### config.mk
export PLATFORM = sky130hd
export DESIGN_NAME = rgbac_blend
export DESIGN_NICKNAME = d
export VERILOG_FILES = /design/src/rtl/core/rgbac_pkg.sv /design/src/rtl/core/rgbac_blend.sv
export SDC_FILE = /design/constraint.sdc
export NUM_CORES = 1
export LEC_CHECK = 0
export ABC_AREA = 1
export ABC_CLOCK_PERIOD_IN_PS = 5300
export BUFFER_PORTS_ARGS = -buffer_cell sky130_fd_sc_hd__buf_4
export CELL_PAD_IN_SITES_DETAIL_PLACEMENT = 0
export CELL_PAD_IN_SITES_GLOBAL_PLACEMENT = 1
export CORE_MARGIN = 10
export CORE_UTILIZATION = 43
export DETAILED_ROUTE_END_ITERATION = 7
export PLACE_DENSITY_LB_ADDON = 0.1
export SYNTH_ARGS = -nofsm -noshare
export SYNTH_HDL_FRONTEND = slang
export SYNTH_SLANG_ARGS = --single-unit
### constraint.sdc
create_clock -name vclk -period 5.3
set_clock_uncertainty 0.15 [all_clocks]
set_input_delay 0.265 -clock vclk [all_inputs]
set_output_delay 0.265 -clock vclk [all_outputs]
set_load 0.05 [all_outputs]
### src/rtl/core/rgbac_pkg.sv
// Shared types and constants for the RGBA8 canvas compositor.
// Holds the command and result payload structs, pixel layout and operation codes.
// No dependencies.
package rgbac_pkg;

	// Field widths fixed by the command format.
	localparam int IDX_W = 16;
	localparam int ACT_W = 17;
	localparam int CFG_IDX_W = 1;
	localparam int CFG_DATA_W = 32;

	// Operation codes.
	localparam logic [1:0] OP_CLEAR = 2'd0;
	localparam logic [1:0] OP_BLEND = 2'd1;
	localparam logic [1:0] OP_READ  = 2'd2;

	// Configuration register indexes.
	localparam logic [CFG_IDX_W-1:0] CFG_ACTIVE_PIXELS = 1'b0;
	localparam logic [CFG_IDX_W-1:0] CFG_BACKGROUND    = 1'b1;

	// Reset values of the configuration registers.
	localparam logic [ACT_W-1:0]      ACTIVE_RESET = 17'd65536;
	localparam logic [CFG_DATA_W-1:0] BG_RESET     = 32'hFF2D2D2D;

	localparam logic [7:0] FULL_ALPHA = 8'd255;

	// One canvas word: red in the low byte.
	typedef struct packed {
		logic [7:0] alpha;
		logic [7:0] blue;
		logic [7:0] green;
		logic [7:0] red;
	} pixel_t;

	typedef struct packed {
		logic [1:0]       op;
		logic [IDX_W-1:0] pixel_index;
		logic [7:0]       src_red;
		logic [7:0]       src_green;
		logic [7:0]       src_blue;
		logic [7:0]       src_alpha;
	} cmd_t;

	typedef struct packed {
		logic [7:0] out_red;
		logic [7:0] out_green;
		logic [7:0] out_blue;
		logic [7:0] out_alpha;
		logic       index_bad;
	} result_t;

	// Outcome of a blend: whether the canvas word changes, and its new value.
	typedef struct packed {
		logic   wr;
		pixel_t pix;
	} blend_res_t;

endpackage

### src/rtl/core/rgbac_blend.sv
// Over-operator blend datapath for one RGBA8 pixel.
// Depends on rgbac_pkg for the pixel and blend result types.
module rgbac_blend
	import rgbac_pkg::*;
(
	input  pixel_t     src,
	input  pixel_t     dst,
	output blend_res_t res
);

	logic [7:0]  inv_a;
	logic [16:0] sum_r;
	logic [16:0] sum_g;
	logic [16:0] sum_b;

	// Three independent multiply-adds, one per color channel.
	always_comb begin
		inv_a = FULL_ALPHA - src.alpha;
		sum_r = 17'(16'(src.red) * 16'(src.alpha)) + 17'(16'(dst.red) * 16'(inv_a));
		sum_g = 17'(16'(src.green) * 16'(src.alpha)) + 17'(16'(dst.green) * 16'(inv_a));
		sum_b = 17'(16'(src.blue) * 16'(src.alpha)) + 17'(16'(dst.blue) * 16'(inv_a));
	end

	// Transparent leaves the pixel alone, opaque copies it, anything else mixes.
	always_comb begin
		res.wr = (src.alpha != 8'd0);
		if (src.alpha == FULL_ALPHA) begin
			res.pix = src;
		end else begin
			res.pix.red   = sum_r[15:8];
			res.pix.green = sum_g[15:8];
			res.pix.blue  = sum_b[15:8];
			res.pix.alpha = FULL_ALPHA;
		end
	end

endmodule

==> results.txt, run 1 <==
Slew Viols, Final - 0
FFs & Latches - 0
MaxCap Viol Count - 0
Die area - 0.0403 mm2
Die H - 201 um
Global-route wire length before repair - 65.9 mm
Initial antenna violation count - 0
Distinct cells, synth - 21
Core area - 0.0324 mm2
Setup WS post-layout - -0.127 ns
Pre-CTS setup slack - -0.428 ns
Least-Margin Pin Slew - 0.923 ns
Die extent in x - 201 um
Starting density of the core - 43.4%
DR vias - 12,100
Fin. Hold Viols - 0
Row count - 66
Hold Path Class - primary input to output port
Final core utilization - 56.1%
Global route total overflow - 0
I/O pins - 97
Final Cycle Share - 102%
Commonest non-fill, non-tap cell in the layout - inv_1
Total of warnings raised by yosys - 0
Vias in the first global route - 12,700
Final setup vio count - 22
Tmin final - 5.43 ns
DR pass1 iterations - 5
Worst hold stages - 4
CP Capture Type - output port
Failing checks - setup timing
Storage element area - 0 um2
Post-route ant nets - 0
Post-synthesis sequential area ratio - 0%
HPWL reported at the end of detailed placement - 32.5 mm
RSZ-0062 raised after global routing - true
Area Overhead vs Synth - 29.2%
Required time worst endpoint - 4.89 ns
Final nets - 2,733
WP data arrival - 5.01 ns
Commonest cells after routing, fill and taps aside - 598 x inv_1, 418 x nand2_1, 270 x fa_1, 203 x buf_4, 155 x ha_1
CP Class - primary input to output port
GRT Util Overall - 20.1%
Status - finished with violations
Gpl congestion - 0.835
Syn avg cell area - 7.03 um2
Critical-path maximum fanout - 6
Diodes inserted - 0
DRC Markers - 0
Drt initial violations - 565
Post-synthesis cell count - 1,999
Worst hold slack - 0.790 ns
Relative slew margins - 38.2%
Vias per Instance - 4.58
Worst setup SP type - primary input
Fraction of layout instances using a drive strength above 1 - 25.9%
Pin count of the biggest net entering global routing - 26
Max frequency - 184 MHz
IO buf count - 81
Wire per inst - 15.3 um
Final wirelength - 40.4 mm
Post-synthesis instance area - 0.0140 mm2
Clock buffer count - 0
Total Neg Setup Slack - -1.14 ns
[Yosys cell counts]
library cell  instances  area share, %
buf_4                 9           0.48
nor4_1                2          0.089
inv_2                 7           0.19
buf_6                 2           0.16
xor2_1                6           0.37
nand4_1              11           0.49
fa_1                285             41
buf_1                12           0.32
or2_2                 7           0.31
conb_1                1          0.027
a21oi_1              20           0.71
nand2_2               1          0.045
nand3b_1              8           0.43
clkbuf_1             26           0.69
nor2_1              168            4.5
nand3_1              60            2.1
buf_2                27           0.96
nor4_4                2           0.30
ha_1                180             16
inv_1               646             17
nand2_1             519             14
[cell type report]
class	instances	area (um2)
fillers	3205	14200
multi-input cells	1277	12400
repair buffers	272	2680
well taps	442	553
inverters	653	2550
[metal layers]
layer / vias up / global-route usage (%) / routed length (um)
met5: - / 0 / 0
met4: 0 / 2.19 / 516
met3: 24 / 0.888 / 1290
met2: 185 / 35.3 / 20400
met1: 5920 / 27.6 / 18200
li1: 5984 / - / -
[logic make-up (layout without fill, tap and decap cells)]
group	Yosys count	in the layout	share of synthesized area, %
other cells	1	8	0.0267
xor+xnor	6	6	0.374
simple gates	778	778	22.2
compound gates	20	20	0.713
fa+ha+maj	465	465	56.7
buf+inv	729	925	20.1
[per-stage QoR]
step | instances | instance area (um2)
floorplan | 2006 | 14200
global placement | 2611 | 16100
detailed placement | 2611 | 16100
CTS | 2626 | 17400
global route | 2644 | 18100
finish | 2644 | 18100
[critical path: stages]
cell and delay, ns:
buf_8 0.08, clkinvlp_4 0.18, buf_6 0.18, nor2_4 0.07
fa_1 0.45, fa_1 0.52, fa_1 0.54, fa_1 0.46
fa_1 0.51, inv_1 0.06, fa_1 0.52, inv_2 0.05
ha_4 0.29, nand2_2 0.06, nand2_2 0.09, nand2_1 0.07
nand2_2 0.08, nand2_1 0.06, nand2_1 0.06, nor2_1 0.04
nand2_1 0.05, nand3_1 0.07, nand2_2 0.13, buf_8 0.15
[repair_timing]
item                                    in CTS  in global routing
pin swaps                                   75                133
setup buffers                                8                 18
endpoints found under the setup margin      24                 24
gates cloned                                 7                  1
resized for setup                          230                213
hold buffers                                 0                  0
[worst paths after layout]
kind	from	to	slack (ns)
setup / recovery	dst[5]	res[7]	-0.13
hold / removal	src[17]	res[17]	0.79
Power of run 1 is not shown: default switching activity piles up to over one toggle a cycle in this logic, so the estimate is an artifact.
==> run 2, diff against run 1 <==
CORE_UTILIZATION = 40   (was 43)
TNS_END_PERCENT = 50   (was unset)
==> results.txt, run 2 (synthesized netlist as in run 1, its figures left out) <==
Status - finished with violations (unchanged)
Failing checks - setup timing (unchanged)
IO buf count - 81 (unchanged)
Die H - 207 um (was 201 um)
CP Class - primary input to output port (unchanged)
Wire per inst - 15.0 um (was 15.3 um)
Starting density of the core - 40.6% (was 43.4%)
Worst setup SP type - primary input (unchanged)
Pin count of the biggest net entering global routing - 37 (was 26)
Storage element area - 0 um2 (unchanged)
Clock buffer count - 0 (unchanged)
Post-route ant nets - 0 (unchanged)
Critical-path maximum fanout - 5 (was 6)
Global-route wire length before repair - 65.8 mm (was 65.9 mm)
Required time worst endpoint - 4.89 ns (about the same)
Final wirelength - 39.6 mm (was 40.4 mm)
HPWL reported at the end of detailed placement - 33.2 mm (was 32.5 mm)
RSZ-0062 raised after global routing - true (unchanged)
Post-Layout Inst Area - 0.0176 mm2 (was 0.0181 mm2)
Met2 wire length - 19.9 mm (was 20.4 mm)
DRC Markers - 0 (unchanged)
Hold Buf Count CTS - 0 (unchanged)
Fillers - 3,510 (was 3,205)
Setup WS post-layout - -0.121 ns (was -0.127 ns)
Worst hold slack - 0.836 ns (was 0.790 ns)
Post-Route M1 WL - 18.1 mm (was 18.2 mm)
CP Capture Type - output port (unchanged)
FFs & Latches - 0 (unchanged)
Worst hold stages - 4 (unchanged)
Global route total overflow - 0 (unchanged)
Drt initial violations - 489 (was 565)
Fraction of layout instances using a drive strength above 1 - 21.7% (was 25.9%)
Commonest cells after routing, fill and taps aside - 611 x inv_1, 449 x nand2_1, 280 x fa_1, 205 x buf_4, 157 x ha_1 (was 598 x inv_1, 418 x nand2_1, 270 x fa_1, 203 x buf_4, 155 x ha_1)
GRT Util Overall - 18.6% (was 20.1%)
Row count - 68 (was 66)
Final nets - 2,719 (was 2,733)
Gpl congestion - 0.847 (was 0.835)
Vias in the first global route - 12,600 (was 12,700)
I/O pins - 97 (unchanged)
Relative slew margins - 41.6% (was 38.2%)
Commonest non-fill, non-tap cell in the layout - inv_1 (unchanged)
WP data arrival - 5.01 ns (about the same)
Max frequency - 184 MHz (about the same)
Initial antenna violation count - 0 (unchanged)
Final Cycle Share - 102% (about the same)
Slew Viols, Final - 0 (unchanged)
Placed cell area - 0.0162 mm2 (was 0.0161 mm2)
Fin. Hold Viols - 0 (unchanged)
DR pass1 iterations - 5 (unchanged)
Final setup vio count - 21 (was 22)
Highest routed layer - met4 (unchanged)
Diodes inserted - 0 (unchanged)
Die extent in x - 207 um (was 201 um)
Area Overhead vs Synth - 25.1% (was 29.2%)
MaxCap Viol Count - 0 (unchanged)
Core area - 0.0346 mm2 (was 0.0324 mm2)
Vias per Instance - 4.53 (was 4.58)
DR vias - 12,000 (was 12,100)
Tmin final - 5.42 ns (was 5.43 ns)
Die area - 0.0430 mm2 (was 0.0403 mm2)
Least-Margin Pin Slew - 0.872 ns (was 0.923 ns)
Hold Path Class - primary input to output port (unchanged)
DR WL met3 - 1.30 mm (was 1.29 mm)
run 2: worst paths after layout:
check / start / endpoint / slack (ns)
hold / removal: src[20] / res[20] / 0.84
setup / recovery: dst[20] / res[21] / -0.12
run 2: routing by layer:
| metal | track usage, % | up-vias |
|---|---|---|
| met1 | 25.1 | 5825 |
| met4 | 0.803 | 0 |
| met2 | 33.2 | 166 |
| met5 | 0 | - |
| met3 | 1.23 | 17 |
| li1 | - | 5964 |
run 2: repair_timing:
item | 4_1_cts | 5_1_grt
setup endpoints to repair | 24 | 24
resized for setup | 171 | 136
buffers inserted | 10 | 6
pin swaps | 33 | 63
cloned | 4 | 0
hold endpoints to repair | 0 | 0
run 2: through the flow:
step	instances	TNS, ns	setup slack [ns]	util (%)
finish	2643	-1.45	-0.121	50.7
global route	2643	-6.06	-0.303	50.7
CTS	2637	-2.04	-0.141	49.3
detailed placement	2623	-9.18	-0.477	46.7
global placement	2623	-8.55	-0.466	46.7
floorplan	2006	-0.0881	-0.0313	-
run 2: final cells by class:
cell class / instances / area, um2 / area share [%]
repair buffers: 258 / 2400 / 13.7
multi-input cells: 1277 / 12100 / 68.8
well taps: 455 / 569 / 3.24
inverters: 653 / 2510 / 14.3
run 2: critical path, stage by stage:
cell	delay, ns
buf_6	0.10
clkinvlp_4	0.13
buf_4	0.16
nor2_2	0.04
fa_1	0.50
inv_1	0.05
fa_1	0.47
inv_1	0.05
fa_1	0.51
fa_1	0.43
fa_1	0.48
inv_1	0.05
fa_1	0.47
inv_1	0.07
ha_4	0.30
nand2_2	0.09
buf_4	0.14
nor2_1	0.12
nand3_1	0.11
nand4_1	0.11
nand3_1	0.10
nand2_2	0.10
buf_6	0.15
Power of run 2 is left out for the same reason.
